[src/hdl/ovmt_pkg.sv]
// Shared types and codes for the offset vote match table.
// No dependencies; every other file imports this package.
package ovmt_pkg;

  typedef enum logic [1:0] {
    ACT_TALLY  = 2'd0,
    ACT_AGE    = 2'd1,
    ACT_REPORT = 2'd2,
    ACT_NONE   = 2'd3
  } act_t;

  typedef enum logic [7:0] {
    REG_MAX_AGE   = 8'd0,
    REG_MIN_COUNT = 8'd1,
    REG_LIMIT     = 8'd2,
    REG_MIN_SPAN  = 8'd3
  } reg_idx_t;

  typedef struct packed {
    act_t        act;
    logic [31:0] qt;
    logic [31:0] rt;
    logic [31:0] id;
    logic [32:0] key;
  } cmd_t;

  typedef struct packed {
    logic [31:0] max_age;
    logic [15:0] min_count;
    logic [6:0]  limit;
    logic [31:0] min_span;
  } cfg_t;

  typedef struct packed {
    logic [15:0] votes;
    logic [31:0] id;
    logic [31:0] first;
    logic [31:0] last;
    logic [32:0] offset;
    logic        last_flag;
    logic        ovf;
  } res_t;

endpackage

[src/hdl/ovmt_front.sv]
// Front end: two-word input queue that classifies items and forms the offset key.
// Depends on ovmt_pkg.
module ovmt_front #(
  parameter int OFFSET_SHIFT = 2
) (
  input  logic                clk,
  input  logic                rst,
  input  logic                push,
  output logic                full,
  input  logic [1:0]          action,
  input  logic [31:0]         query_time,
  input  logic [31:0]         ref_time,
  input  logic [31:0]         ref_id,
  output logic                cmd_valid,
  input  logic                cmd_ready,
  output ovmt_pkg::cmd_t      cmd
);
  import ovmt_pkg::*;

  cmd_t        q [2];
  logic        wp;
  logic        rp;
  logic [1:0]  cnt;
  logic        enq;
  logic        deq;
  logic [32:0] diff;
  cmd_t        in_cmd;

  assign diff = {1'b0, query_time} - {1'b0, ref_time};
  assign in_cmd.act = act_t'(action);
  assign in_cmd.qt  = query_time;
  assign in_cmd.rt  = ref_time;
  assign in_cmd.id  = ref_id;
  assign in_cmd.key = 33'($signed(diff) >>> OFFSET_SHIFT);

  assign full      = (cnt == 2'd2);
  assign enq       = push && !full && (act_t'(action) != ACT_NONE);
  assign cmd_valid = (cnt != 2'd0);
  assign deq       = cmd_valid && cmd_ready;
  assign cmd       = q[rp];

  always_ff @(posedge clk) begin
    if (enq) begin
      q[wp] <= in_cmd;
    end
    if (rst) begin
      wp  <= 1'b0;
      rp  <= 1'b0;
      cnt <= 2'd0;
    end else begin
      if (enq) wp <= ~wp;
      if (deq) rp <= ~rp;
      cnt <= cnt + 2'(enq) - 2'(deq);
    end
  end

`ifndef SYNTHESIS
  a_no_overfill: assert property (@(posedge clk) disable iff (rst)
    full |=> cnt != 2'd3) else $error("input queue overfilled");
  a_deq_nonempty: assert property (@(posedge clk) disable iff (rst)
    (cnt == 2'd0) |-> !deq) else $error("dequeue from empty queue");
  a_cnt_step: assert property (@(posedge clk) disable iff (rst)
    (enq && !deq) |=> cnt == $past(cnt) + 2'd1) else $error("count slip");
`endif

endmodule

[config.mk]
export PLATFORM = sky130hd
export DESIGN_NAME = ovmt_front
export DESIGN_NICKNAME = d
export VERILOG_FILES = /design/src/hdl/ovmt_pkg.sv /design/src/hdl/ovmt_front.sv
export SDC_FILE = /design/constraint.sdc
export NUM_CORES = 1
export LEC_CHECK = 0
export BUFFER_PORTS_ARGS = -buffer_cell sky130_fd_sc_hd__buf_2
export CORE_ASPECT_RATIO = 1.1
export CORE_MARGIN = 2
export CORE_UTILIZATION = 40
export CTS_CLUSTER_DIAMETER = 200
export CTS_CLUSTER_SIZE = 28
export DETAILED_ROUTE_END_ITERATION = 8
export PLACE_DENSITY_LB_ADDON = 0.15
export SYNTH_ARGS = -nofsm -noshare
export SYNTH_HDL_FRONTEND = slang
export SYNTH_SLANG_ARGS = --single-unit
export TNS_END_PERCENT = 10
[constraint.sdc]
create_clock -name clk -period 6.5 [get_ports clk]
set_input_delay 0.325 -clock clk [delete_from_list [all_inputs] [get_ports clk]]
set_output_delay 0.325 -clock clk [all_outputs]
set_load 0.1 [all_outputs]
Yosys cells after proc, flatten, opt, wreduce, memory -nomap -nowiden:

Memory sizes are Yosys's and may differ from the RTL's. A register that Yosys moved wholly into a read port is not among the register bits.
Index checks and enable logic that the tools add are counted.

* register bits after elaboration: 4
* memory bits (writable): 262
* input port bits: 102
* output and inout port bits: 133
* word-level logic and storage cells: 20
* memories kept: 1

Memories
* q: words 2, bits a word 131, rd ports 1, clocked after memory_dff 1, wr ports 1, line ovmt_front.sv:20 `cmd_t q [2];`

* $add $sub $neg: 3
* equality and inequality tests: 2
* mux-type cells: 4
* bitwise gates (word level): 2
* reductions and logical operators: 5

Operator list (number)
* 32-bit by 32-bit subtractor with 33-bit output: 1
* 1-bit two-way mux: 4
* 1-bit logical AND: 3
* 2-bit by 1-bit adder with 2-bit output: 1
* 2-bit equality test (second input constant): 1
* 2-bit != test (second input constant): 1
* 1-bit NOT: 2
* 2-bit nonzero test: 1
* 2-bit by 1-bit subtractor with 2-bit output: 1
* 1-bit logical NOT: 1

Logic depth before layout (Yosys ltp):

* word-level depth: 6
* mapped depth: 10
* depth with buffers taken out: 9

Worst setup path before layout:

No wires, ideal clock.

* path type: reg-to-reg
* start: register cnt[1]
* end: memory q[0][0] (netlist bit) (enable)
* library setup time: 619 ps
* data arrival time: 6524 ps
* data required time: 5881 ps
* setup slack: -643 ps
* cell stages (with the launch flop): 5
* buffers on the path: 0
* clock period less this slack: 7143 ps
* cell sequence: dfxtp_1 -> nor2b_1 -> a21oi_1 -> nand2_1 -> nor2_1

* longest elaborated chain between the ends: 6

Ends and longest elaborated chain
* start, declared: line ovmt_front.sv:23 `logic [1:0] cnt;`
* start signal, assigned: line ovmt_front.sv:53 `cnt <= cnt + 2'(enq) - 2'(deq);`
* 2-bit equality test: line ovmt_front.sv:36 `assign full = (cnt == 2'd2);`
* named net full: line ovmt_front.sv:9 `output logic full,`
* 1-bit logical NOT: line ovmt_front.sv:37 `assign enq = push && !full && (act_t'(action) != ACT_NONE);`
* 1-bit logical AND (2 in series): line ovmt_front.sv:37
* 1-bit two-way mux: line ovmt_front.sv:43 `if (enq) begin`
* 1-bit two-way mux (not written as such): line ovmt_front.sv:44 `q[wp] <= in_cmd;`
* end, declared: line ovmt_front.sv:20

The timed path passes the listed nets, and every way through them passes these cells.

==> summary.txt <==
Die
  • Die Y: 180 um
  • Core ar.: 0.0277 mm2
  • Row count: 64
  • Die width: 164 um
  • Initial Util: 40.6%
  • IO Count: 235
  • Die footprint: 0.0295 mm2

Critical path
  • Setup slack, reg-to-reg: 4.39 ns
  • Crit-path cells: buf_4, mux2_2, buf_2
  • Critical path type: flop to output port
  • Reg-to-reg endpoint: q[1][25]
  • Setup crit start kind: flop
  • Crit path capture type: output port
  • Slowest cell on crit path: buf_4
  • Worst r2r src: cnt[1]
  • CP required: 6.17 ns
  • FF-to-FF path depth: 5
  • Largest fanout on the critical path: 64
  • Crit path to: cmd[20]
  • CP max stage delay: 0.76 ns
  • WP data arrival: 2.61 ns

Route
  • Routed vias/inst: 4.90
  • TritonRoute pass-1 iters: 5
  • Top Layer Used: met4
  • Initial DRC count: 336
  • Avg WL per Cell: 17.7 um
  • WL final: 23.3 mm
  • Met1 WL: 9.72 mm
  • DR vias: 6431
  • Met3 wire length: 1.40 mm
  • Met2 routed WL: 11.7 mm
  • # DRC: 0
  • Antenna Violating Nets Remaining: 0

Clock network
  • CTS tree: built
  • Post-CTS setup buffer count: 0
  • CTS H-tree lvls: 1
  • # hold bufs at CTS: 12
  • Post-cts sizing count: 0
  • CTS Sinks: 263
  • CTS Root Cell: clkbuf_16
  • Clock Pin Slew Worst Setup and Hold Paths: 0.11 ns
  • TritonCTS buffer count: 13
  • Clk buf depth: 3
  • Worst-skew pair later-pin latency: 0.50 ns

Place
  • Post-Place Cells: 1279
  • IO Port Bufs: 234
  • Placed inst area: 0.0128 mm2
  • Hpwl dp: 16.0 mm
  • Final RePlAce weighted congestion: 0.757

Finish
  • Post-layout util: 48.2%
  • Syn-to-layout area delta: 18.7%
  • Register area: 0.00785 mm2
  • Final nets: 1080
  • Final standard cell area without fillers: 0.0134 mm2
  • Layout cell share with drive strength beyond 1: 41.5%
  • Number of non-filler instances in the completed layout: 1313
  • Layout fillers: 2562
  • Multi-input gate area: 0.00316 mm2

Synthesis
  • Yosys warns: 0
  • Mapped Avg Cell Area: 16.1 um2
  • Synth top area share: 68.9%
  • Mapped Cells: 700
  • Synthesized area: 0.0112 mm2
  • Synth area leader: edfxtp_1
  • Mapped Nets: 835
  • Synth area leaders: edfxtp_1 69%, mux2_2 13%, ha_1 3.7%, xnor2_1 1.7%, a21oi_1 1.5%
  • Synth cell types: 44
  • Post-synthesis sequential element count: 263
  • Register area share after synthesis: 69.8%

Run
  • Max-cap violation count: 0

Timing
  • Rel. slew slack: 35.6%
  • Tmin final: 2.94 ns
  • Final Slew Violations: 0
  • Setup violators final: 0
  • Skew final: 0.0242 ns
  • Worst Max-Slew Pin Slew: 0.966 ns
  • Period utilization: 45.2%
  • Setup_tns: 0 ns
  • RSZ-0062 raised after global routing: no
  • Final hold viol count: 0
  • Peak Freq: 0.340 GHz

Power
  • Maximum vdd drop: 0.257 mV
  • Power Dens Cells: 452 mW/mm2
  • Leak pwr: 5.07 nW

Global routing
  • GRT Overall Usage: 15.5%
  • Largest net degree at the start of global routing: 69
  • GRT overflow: 0
  • Initial antenna violation count: 1
  • Vias in the first global route: 6632
  • First-pass GRT wire length: 36.0 mm

Run status
  • Status: finished, final reports clean

Min path
  • Min-delay worst type: primary input to flop
[report_power, final]
part           internal (mW)  switching (mW)  total [mW]  leakage, nW
Sequential              2.12          0.0554        2.18         2.43
Combinational          0.550            2.40        2.95         2.46
Clock                  0.384           0.519       0.902        0.179
Total                   3.06            2.98        6.03         5.07
[area by class of cell]
class,count,area share [%]
antenna,1,0.0187
clock inverter,2,0.216
multi-input combinational,370,23.7
inverter,43,1.21
sequential,263,58.8
clock buffer,17,2.55
timing repair buffer,254,10.2
tap,363,3.40
[Yosys cell counts]
cell type / number
edfxtp_1: 258
mux2_2: 129
inv_1: 43
a21oi_1: 34
ha_1: 33
nand2_1: 27
xnor2_1: 22
clkbuf_1: 21
o21ai_0: 17
nor2_1: 16
a21o_1: 10
xor2_1: 10
nand4_1: 8
nand3_1: 7
nor2b_1: 6
o21bai_1: 6
a31oi_1: 5
dfxtp_1: 5
nand2b_1: 5
o211ai_1: 4
nor3_1: 3
a211oi_1: 2
a21boi_0: 2
and3_1: 2
and4_1: 2
buf_4: 2
mux2i_1: 2
o21ai_1: 2
or2_2: 2
a2111oi_0: 1
a2111oi_2: 1
a21oi_2: 1
a31o_2: 1
a32oi_1: 1
a41o_1: 1
a41oi_2: 1
and2_1: 1
and2b_1: 1
buf_1: 1
nand3b_1: 1
nor3b_1: 1
nor4_1: 1
o21ba_2: 1
or3_1: 1
[sequential cells by signal (all words and copies together) (netlist names), named ones only]
signal / cells
wp: 1
rp: 1
cnt: 2
q: 258
[logic make-up (layout without fill, tap and decap cells)]
family / count (synthesis) / count (layout) / share of synthesized area [%]
buffers and inverters: 67 / 316 / 2.30
DFF: 263 / 263 / 69.8
AOI/OAI and AO/OA: 90 / 90 / 5.00
xor gates and xnor gates: 32 / 32 / 2.49
other: 0 / 1 / 0
muxes: 131 / 131 / 13.1
adders and majority gates: 33 / 33 / 3.67
and+or+nand+nor: 84 / 84 / 3.68
[layer usage]
metal / track usage, % / up-vias
li1: - / 3118
met1: 19.6 / 3127
met2: 27.2 / 161
met3: 2.98 / 25
met4: 4.07 / 0
met5: 0 / -
[worst max-delay path: cells and delay by family, from the launching register on]
family / cells / cell delay [ns]
buffers and inverters: 2 / 1.20
DFF: 1 / 0.55
muxes: 1 / 0.35
[worst min-delay path by stage]
stage / depth (start not counted) / to / startpoint
6_report: 1 / q[0][102] / query_time[5]
5_1_grt: 1 / q[0][130] / action[1]
4_1_cts: 1 / q[0][34] / ref_id[1]
3_5_place_dp: 2 / flop / rp
3_3_place_gp: 2 / flop / rp
2_1_floorplan: 1 / cnt[0] / rst
[stage by stage]
| step | total power [mW] | worst slack, ns | hold WS (ns) |
|---|---|---|---|
| after detailed placement | 5.19 | 3.55 | 0.503 |
| after global placement | 5.19 | 3.56 | 0.497 |
| after CTS | 6.11 | 3.46 | 0.000228 |
| after global routing | 6.27 | 3.39 | 0.00103 |
| final | 6.03 | 3.56 | 0.0243 |
| after floorplan | 4.76 | -0.643 | 0.397 |
[cells in the final DEF (no fill, tap or decap), types with 3 or more instances in the layout]
master | Yosys | layout
dfxtp_1 | 5 | 4
mux2_2 | 129 | 129
edfxtp_1 | 258 | 258
buf_2 | 0 | 234
nor3_1 | 3 | 3
xnor2_1 | 22 | 22
nor2_1 | 16 | 14
o21ai_0 | 17 | 17
o211ai_1 | 4 | 4
a21oi_1 | 34 | 34
nand4_1 | 8 | 8
a21o_1 | 10 | 10
a31oi_1 | 5 | 5
buf_4 | 2 | 6
xor2_1 | 10 | 10
inv_1 | 43 | 43
o21bai_1 | 6 | 6
nand3_1 | 7 | 7
ha_1 | 33 | 33
dlygate4sd3_1 | 0 | 14
nand2_1 | 27 | 27
clkbuf_16 | 0 | 13
nand2b_1 | 5 | 5
clkbuf_1 | 21 | 4
nor2b_1 | 6 | 6
Note: power is estimated with default switching activity, not from simulation.
