[config.mk]
export PLATFORM = sky130hd
export DESIGN_NAME = ovmt_rq
export DESIGN_NICKNAME = d
export VERILOG_FILES = /design/src/hdl/ovmt_pkg.sv /design/src/hdl/ovmt_rq.sv
export SDC_FILE = /design/constraint.sdc
export NUM_CORES = 1
export LEC_CHECK = 0
export BUFFER_PORTS_ARGS = -buffer_cell sky130_fd_sc_hd__buf_2
export CORE_MARGIN = 2
export CORE_UTILIZATION = 56
export DETAILED_ROUTE_END_ITERATION = 8
export PLACE_DENSITY_LB_ADDON = 0.08
export SETUP_SLACK_MARGIN = 0.02
export SLEW_MARGIN = 20
export SYNTH_ARGS = -nofsm -noshare
export SYNTH_HDL_FRONTEND = slang
export SYNTH_SLANG_ARGS = --single-unit
[constraint.sdc]
create_clock -name clk -period 20.2 [get_ports clk]
set_input_delay 4.04 -clock clk [delete_from_list [all_inputs] [get_ports clk]]
set_output_delay 4.04 -clock clk [all_outputs]
set_load 0.03 [all_outputs]
[src/hdl/ovmt_pkg.sv]
// Shared types and codes for the offset vote match table.
// No dependencies; every other file imports this package.
package ovmt_pkg;

  typedef enum logic [1:0] {
    ACT_TALLY  = 2'd0,
    ACT_AGE    = 2'd1,
    ACT_REPORT = 2'd2,
    ACT_NONE   = 2'd3
  } act_t;

  typedef enum logic [7:0] {
    REG_MAX_AGE   = 8'd0,
    REG_MIN_COUNT = 8'd1,
    REG_LIMIT     = 8'd2,
    REG_MIN_SPAN  = 8'd3
  } reg_idx_t;

  typedef struct packed {
    act_t        act;
    logic [31:0] qt;
    logic [31:0] rt;
    logic [31:0] id;
    logic [32:0] key;
  } cmd_t;

  typedef struct packed {
    logic [31:0] max_age;
    logic [15:0] min_count;
    logic [6:0]  limit;
    logic [31:0] min_span;
  } cfg_t;

  typedef struct packed {
    logic [15:0] votes;
    logic [31:0] id;
    logic [31:0] first;
    logic [31:0] last;
    logic [32:0] offset;
    logic        last_flag;
    logic        ovf;
  } res_t;

endpackage

[src/hdl/ovmt_rq.sv]
// Two-word result queue between the table sequencer and the result ports.
// Depends on ovmt_pkg.
module ovmt_rq (
  input  logic            clk,
  input  logic            rst,
  input  logic            wr,
  input  ovmt_pkg::res_t  wd,
  output logic            full,
  output logic            empty,
  input  logic            pop,
  output ovmt_pkg::res_t  rd
);
  import ovmt_pkg::*;

  res_t       q [2];
  logic       wp;
  logic       rp;
  logic [1:0] cnt;
  logic       deq;

  assign full  = (cnt == 2'd2);
  assign empty = (cnt == 2'd0);
  assign deq   = pop && !empty;
  assign rd    = q[rp];

  always_ff @(posedge clk) begin
    if (wr) q[wp] <= wd;
    if (rst) begin
      wp  <= 1'b0;
      rp  <= 1'b0;
      cnt <= 2'd0;
    end else begin
      if (wr)  wp <= ~wp;
      if (deq) rp <= ~rp;
      cnt <= cnt + 2'(wr) - 2'(deq);
    end
  end

`ifndef SYNTHESIS
  a_no_overfill: assert property (@(posedge clk) disable iff (rst)
    full |-> !wr) else $error("result queue overfilled");
  a_cnt_drop: assert property (@(posedge clk) disable iff (rst)
    (deq && !wr) |=> cnt == $past(cnt) - 2'd1) else $error("count slip");
  a_fill: assert property (@(posedge clk) disable iff (rst)
    (wr && !deq) |=> !empty) else $error("written word lost");
`endif

endmodule

* Word-level counts from Yosys, hierarchy flattened
Memories as Yosys holds them, arrays and structs flattened. A register that Yosys moved wholly into a read port is not among the register bits.
Cells that the tools add are included.
** Operators by class
- Multiplexer cells :: 4
- Equality and inequality tests :: 1
- Bitwise operators :: 2
- Reduce and logical (&&, ||, !) cells :: 3
- Add/sub/neg operators :: 2
** Operators with widths (number)
- 1-bit 2-to-1 mux :: 4
- 2-bit by 1-bit adder with 2-bit output :: 1
- 2-bit equality test (second input constant) :: 1
- 2-bit zero test :: 1
- 1-bit inverter :: 2
- 2-bit by 1-bit subtractor with 2-bit output :: 1
- 1-bit logical AND :: 1
- 1-bit zero test :: 1
** Word-level totals
- Bits in registers :: 4
- RAM bits :: 294
- Word-level logic and storage cells :: 16
- Memories kept :: 1
- Output and inout bits :: 149
- Bits of input ports :: 151
** Memories
- q :: words 2, width 147, read ports 1, clocked after Yosys merged registers in 1, wr ports 1, RTL line ovmt_rq.sv:15 : res_t q [2];

* Longest topological paths before layout
Gate-level depths: netlist (run 1).
- Word-level depth :: 5
- Gate-level depth with buffers :: 6

* Least setup slack after synthesis (run 1)
Ideal clock, no wire load.
- Path type :: input to register
- Start :: input wr
- End :: memory q[0][0] in the netlist's numbering, enable pin
- Cell stages on the path :: 1
- Arrival :: 10.400 ns
- Path buffers :: 0
- Path slack :: 9.127 ns
- Data required time :: 19.527 ns
- Path through :: nor2b_1
** Between the ends
- Word-level cells in the longest chain between the ends :: 2
** Ends and longest elaborated chain
- start, declared :: RTL line ovmt_rq.sv:6 : input logic wr,
- 1-bit 2-to-1 mux :: RTL line ovmt_rq.sv:27 : if (wr) q[wp] <= wd;
- 1-bit 2-to-1 mux (implied by the code) :: RTL line ovmt_rq.sv:27
- end, declared :: RTL line ovmt_rq.sv:15
No other way between the ends.

==> reports/metrics.cfg, run 1 <==
[cts]
cts_setup_buffers=0
numCtsBuffers=30
clk_path_buf_depth=3
tritoncts=done
clkSinkCount=299
ctsHtreeMaxLevel=1
clk_pin_slew_ns=0.06
worstSkewPairLatency_ns=0.53
cts_resized=0
cts_hold_buffers=0
clock-root-buffer=clkbuf_16

[timing]
layout_min_cycle_time_ns=7.19
max_freq_ghz=0.139
period_share_pct=35.6
hold_violations=0
holdWs_ns=0.588
rsz0062_at_grt=false
setup-tns-final_ns=0
slew_viol_final=0
setup_viol=0
fin_skew_ns=0.0136
tightest_slew_ns=1.05
slew_headroom_pct=30.1

[yosys]
syn_area_um2=10900
seq_area_frac_synth_pct=81.9
syn_nets=633
synth_cells=480
ys.warnings.count=0
ys_ff_latch=299
postSynthAreaPerCell_um2=22.7
synth.distinct_cells=13

[grt]
grt_start_max_net_pins=80
grt_pass1_wl_um=29200
grt_overflow=0
first_global_vias=5727
antenna_found_initial=6
grt_use_total_pct=18.6

[setup_path]
cp_cell_sequence=buf_4, mux2_2, buf_2
r2r_end=q[1][5]
worst_ep_arrival_time_ns=3.15
cp_top_family=buffers and inverters
cp-end-kind=output port
r2r_cells=2
required_ns=16.16
cp.depth=3
path_max_fanout=79
rrSetupSlack_ns=17.56
r2r_start=wp
crit_slowest_cell=dfxtp_4
worstSetupEndpoint=rd[30]
cp-start-kind=register
crit_buf_inv=2
cp_slowest_stage_delay_ns=0.95
path_class=reg2out

[pwr]
p_leak_nw=5.12
pwr-share-comb_pct=21.8
switching_share_pct=28.1
switching_power_mw=0.476
ir_drop_mv=0.101
report.power.total_mw=1.70
clkPwrFrac_pct=33.8
power_density_nw_per_um2=124
pwr-share-seq_pct=44.4
p_int_mw=1.22

[placement]
dpl.hpwl_um=13100
io_buffers=299
gp_congestion=0.767

[detailed_routing]
vias_per_cell=5.08
dr.pass1.iters=4
wire_per_inst_um=18.7
ant_nets=0
m1WireLength_um=7400
wl_met3_um=1970
route.met2.wl_um=10500
vias=5547
wirelength_um=20400
drc_errors=0
initialDrtViolationCount=287
topRoutingLayerUsed=met5

[final_layout]
final_cell_mix=buf_2 (299), edfxtp_1 (294), mux2_2 (149)
final_common_cell=buf_2
fin_util_pct=70.8
drive_above_1_share_pct=60.9
areaGrowthSynthToFinish_pct=25.3
fin_nets=952

[job]
maxCapViolations=0

[die]
die_x_um=144
fp-row-count=51
start_util_pct=56.6
core_um2=19300
ioPinCount=300
die_h_um=144
die_area_um2=20600

[status]
status=finished, final reports clean

[hold_path]
min_path_type=reg2reg

==> final cells by class <==
cell class / count / area, µm²
Sequential cell: 299 / 8930
Fill cell: 1279 / 5620
Multi-Input combinational cell: 163 / 1800
Timing Repair Buffer: 303 / 1530
Clock buffer: 32 / 779
Tap cell: 265 / 332
Clock inverter: 23 / 268
Antenna cell: 4 / 10.0
Inverter: 2 / 7.51
==> registers in the layout (all words and copies together) (netlist names), named ones only <==
signal	flops
cnt	2
q	294
wp	1
rp	1
==> power by group through the flow <==
stage          clock network, mW  registers [mW]  logic [mW]
2_1_floorplan                  0           0.754       0.296
3_3_place_gp                   0           0.764       0.367
3_5_place_dp                   0           0.767       0.372
4_1_cts                    0.584           0.754       0.374
5_1_grt                    0.612           0.758       0.389
6_report                   0.573           0.753       0.370
==> cell families after synthesis <==
| group | synth area share, % |
|---|---|
| compound gates | 0.0689 |
| xor+xnor | 0.287 |
| fa+ha+maj | 0.230 |
| buf+inv | 1.66 |
| flops | 81.9 |
| mux | 15.4 |
| simple gates | 0.425 |
==> Yosys cell counts <==
library cell  count  area, µm²
and2_1            1       6.26
buf_2             1       5.00
buf_6            15        169
dfxtp_1           5        100
edfxtp_1        294       8830
ha_1              2       25.0
inv_1             2       7.51
mux2_2          149       1680
nor2_1            4       15.0
nor2b_1           4       25.0
o21a_1            1       7.51
xnor2_1           1       8.76
xnor3_1           1       22.5
==> worst min-delay path by stage <==
stage	from	end	slack, ns	cells after the start
4_1_cts	wp	wp	0.59	2
3_5_place_dp	wp	wp	0.57	2
2_1_floorplan	wp	wp	0.50	2
6_report	wp	wp	0.59	2
5_1_grt	wp	wp	0.64	2
3_3_place_gp	rp	rp	0.57	2
==> metal layers <==
metal | global-route usage (%) | vias up
met5 | 0 | -
met4 | 6.19 | 4
met3 | 6.43 | 40
met2 | 33.0 | 232
met1 | 21.1 | 2707
li1 | - | 2564
==> metrics by stage <==
step                area [µm²]  std cells  setup slack (ns)
floorplan                10900        480              9.13
global placement         12600       1032             13.61
detailed placement       12600       1032             13.56
CTS                      13600       1087             12.99
global route             13700       1090             12.84
finish                   13700       1091             13.01
==> worst reg2reg max path, cell delays in order, from the launching register on <==
cell and delay, ns:
dfxtp_1 0.41, and2_4 0.80, buf_4 0.95
Power figures use the tool's default switching activity.
==> inputs of run 2 (changes only) <==
- CORE_UTILIZATION: 56 -> 47
- clock period: 20.2 -> 6.2 ns (I/O delays scaled with it)
==> run 2 against run 1 <==
Critical path depth did not move. Worst hold slack improved by 0.014 ns. Combinational power rose to 3.2 times the previous value. Register-to-register slack got worse by 13 ns. Setup slack got worse by 11 ns. Sequential cell count did not move. Global-route usage fell by 2.1 points. Routed wire length rose by 3.1%. Largest cell class unchanged. Highest routed layer unchanged.
==> reports/metrics.cfg, run 2 (synthesized netlist as in run 1, its figures left out) <==
[final_layout]
largest_register_ffs=294  ; unchanged
n_fill_cell=1737  ; was 1279
fin_util_pct=59.5  ; was 70.8%
regMostFlops=q  ; unchanged
final_common_cell=buf_2  ; unchanged
reg_top3=q: 294 flops, cnt: 2 flops  ; unchanged
drive_above_1_share_pct=60.1  ; was 60.9%
fin_nets=955  ; was 952
areaGrowthSynthToFinish_pct=24.1  ; was 25.3%
final_cell_mix=buf_2 (299), edfxtp_1 (294), mux2_2 (149)  ; unchanged

[timing]
setup_viol=0  ; unchanged
setup-tns-final_ns=0  ; unchanged
tightest_slew_ns=1.04  ; was 1.05 ns
slew_viol_final=0  ; unchanged
layout_min_cycle_time_ns=4.16
hold_violations=0  ; unchanged
period_share_pct=67.1
max_freq_ghz=0.240
rsz0062_at_grt=false  ; unchanged
slew_headroom_pct=30.9  ; was 30.1%
fin_skew_ns=0.00727  ; was 0.0136 ns

[setup_path]
cp-start-kind=register  ; unchanged
path_class=reg2out  ; unchanged
worstSetupEndpoint=rd[14]  ; was rd[30]
cp_cell_sequence=buf_4, mux2_2, buf_2  ; unchanged
crit_slowest_cell=dfxtp_4  ; unchanged
required_ns=4.96  ; was 16.16 ns
worst_ep_arrival_time_ns=2.92  ; was 3.15 ns
rrSetupSlack_ns=4.07  ; was 17.56 ns
r2r_end=q[1][23]  ; was q[1][5]
cp-end-kind=output port  ; unchanged
path_max_fanout=77  ; was 79
r2r_cells=2  ; unchanged
cp_slowest_stage_delay_ns=1.02  ; was 0.95 ns
r2r_start=wp  ; unchanged

[placement]
gp_congestion=0.737  ; was 0.767
io_buffers=299  ; unchanged
dpl.hpwl_um=14100  ; was 13100 µm

[die]
die_area_um2=24400  ; was 20600 µm²
start_util_pct=48.0  ; was 56.6%
die_x_um=156  ; was 144 µm
fp-row-count=55  ; was 51
core_um2=22700  ; was 19300 µm²
ioPinCount=300  ; unchanged
die_h_um=156  ; was 144 µm

[detailed_routing]
wirelength_um=21000  ; was 20400 µm
vias_per_cell=4.96  ; was 5.08
initialDrtViolationCount=272  ; was 287
drc_errors=0  ; unchanged
ant_nets=0  ; unchanged
vias=5497  ; was 5547
dr.pass1.iters=4  ; unchanged
wire_per_inst_um=18.9  ; was 18.7 µm

[pwr]
clkPwrFrac_pct=30.2  ; was 33.8%
p_leak_nw=5.05  ; was 5.12 nW
pwr-share-comb_pct=22.9  ; was 21.8%
switching_power_mw=1.52  ; was 0.476 mW
p_int_mw=3.73  ; was 1.22 mW
switching_share_pct=29.0  ; was 28.1%
power_density_nw_per_um2=388  ; was 124 nW/µm²
ir_drop_mv=0.234  ; was 0.101 mV
pwr-share-seq_pct=46.9  ; was 44.4%

[cts]
clk_pin_slew_ns=0.06  ; about the same
tritoncts=done  ; unchanged
cts_resized=0  ; unchanged
cts_hold_buffers=0  ; unchanged
clk_path_buf_depth=3  ; unchanged
numCtsBuffers=31  ; was 30
cts_setup_buffers=0  ; unchanged
ctsHtreeMaxLevel=1  ; unchanged
clock-root-buffer=clkbuf_16  ; unchanged
clkSinkCount=299  ; unchanged
worstSkewPairLatency_ns=0.54  ; was 0.53 ns

[grt]
grt_start_max_net_pins=91  ; was 80
grt_pass1_wl_um=30700  ; was 29200 µm
grt_use_total_pct=16.5  ; was 18.6%
first_global_vias=5763  ; was 5727
antenna_found_initial=9  ; was 6
grt_overflow=0  ; unchanged

[status]
status=finished, final reports clean  ; unchanged

[hold_path]
min_path_type=reg2reg  ; unchanged

[job]
maxCapViolations=0  ; unchanged

## run 2: layout make-up
class                           count  area [µm²]  area share (%)
Multi-Input combinational cell    163        1800            13.3
Tap cell                          285         357            2.64
Clock buffer                       39         806            5.96
Inverter                            2        7.51          0.0555
Timing Repair Buffer              305        1550            11.5
Sequential cell                   299        8930            66.1
Antenna cell                        5        12.5          0.0925
Clock inverter                     11        56.3           0.416
## run 2: per-stage QoR
step	hold slack [ns]	setup WS [ns]	power [mW]	area, µm²	std cells
floorplan	0.515	0.690	3.42	10900	480
global placement	0.561	2.60	3.70	12600	1054
detailed placement	0.599	2.53	3.72	12600	1054
CTS	0.613	1.95	5.32	13500	1104
global route	0.653	1.85	5.46	13500	1108
finish	0.602	2.04	5.25	13500	1109
## run 2: worst min-delay path by stage
stage,startpoint,end,slack (ns),cells past startpoint
2_1_floorplan,wp,wp,0.51,2
3_3_place_gp,rp,rp,0.56,2
3_5_place_dp,wp,wp,0.60,2
4_1_cts,wp,wp,0.61,2
5_1_grt,rp,rp,0.65,2
6_report,wp,wp,0.60,2
## run 2: power groups by stage
| stage | clock network [mW] | logic (mW) | registers (mW) |
|---|---|---|---|
| 2_1_floorplan | 0 | 0.966 | 2.45 |
| 3_3_place_gp | 0 | 1.20 | 2.50 |
| 3_5_place_dp | 0 | 1.22 | 2.51 |
| 4_1_cts | 1.64 | 1.22 | 2.46 |
| 5_1_grt | 1.72 | 1.27 | 2.48 |
| 6_report | 1.59 | 1.20 | 2.46 |
## run 2: critical path: cells and delay by family, from the launching register on
kind | cells | cell delay [ns]
DFF | 1 | 1.02
muxes | 1 | 0.42
buffers and inverters | 2 | 0.85
## run 2: metal layers
metal / up-vias / GRT usage [%] / share of wire (%)
met1: 2668 / 18.8 / 38
met2: 208 / 28.1 / 49
met4: 6 / 6.33 / 3.0
met5: - / 0 / 0.20
met3: 51 / 6.37 / 9.8
li1: 2564 / - / -
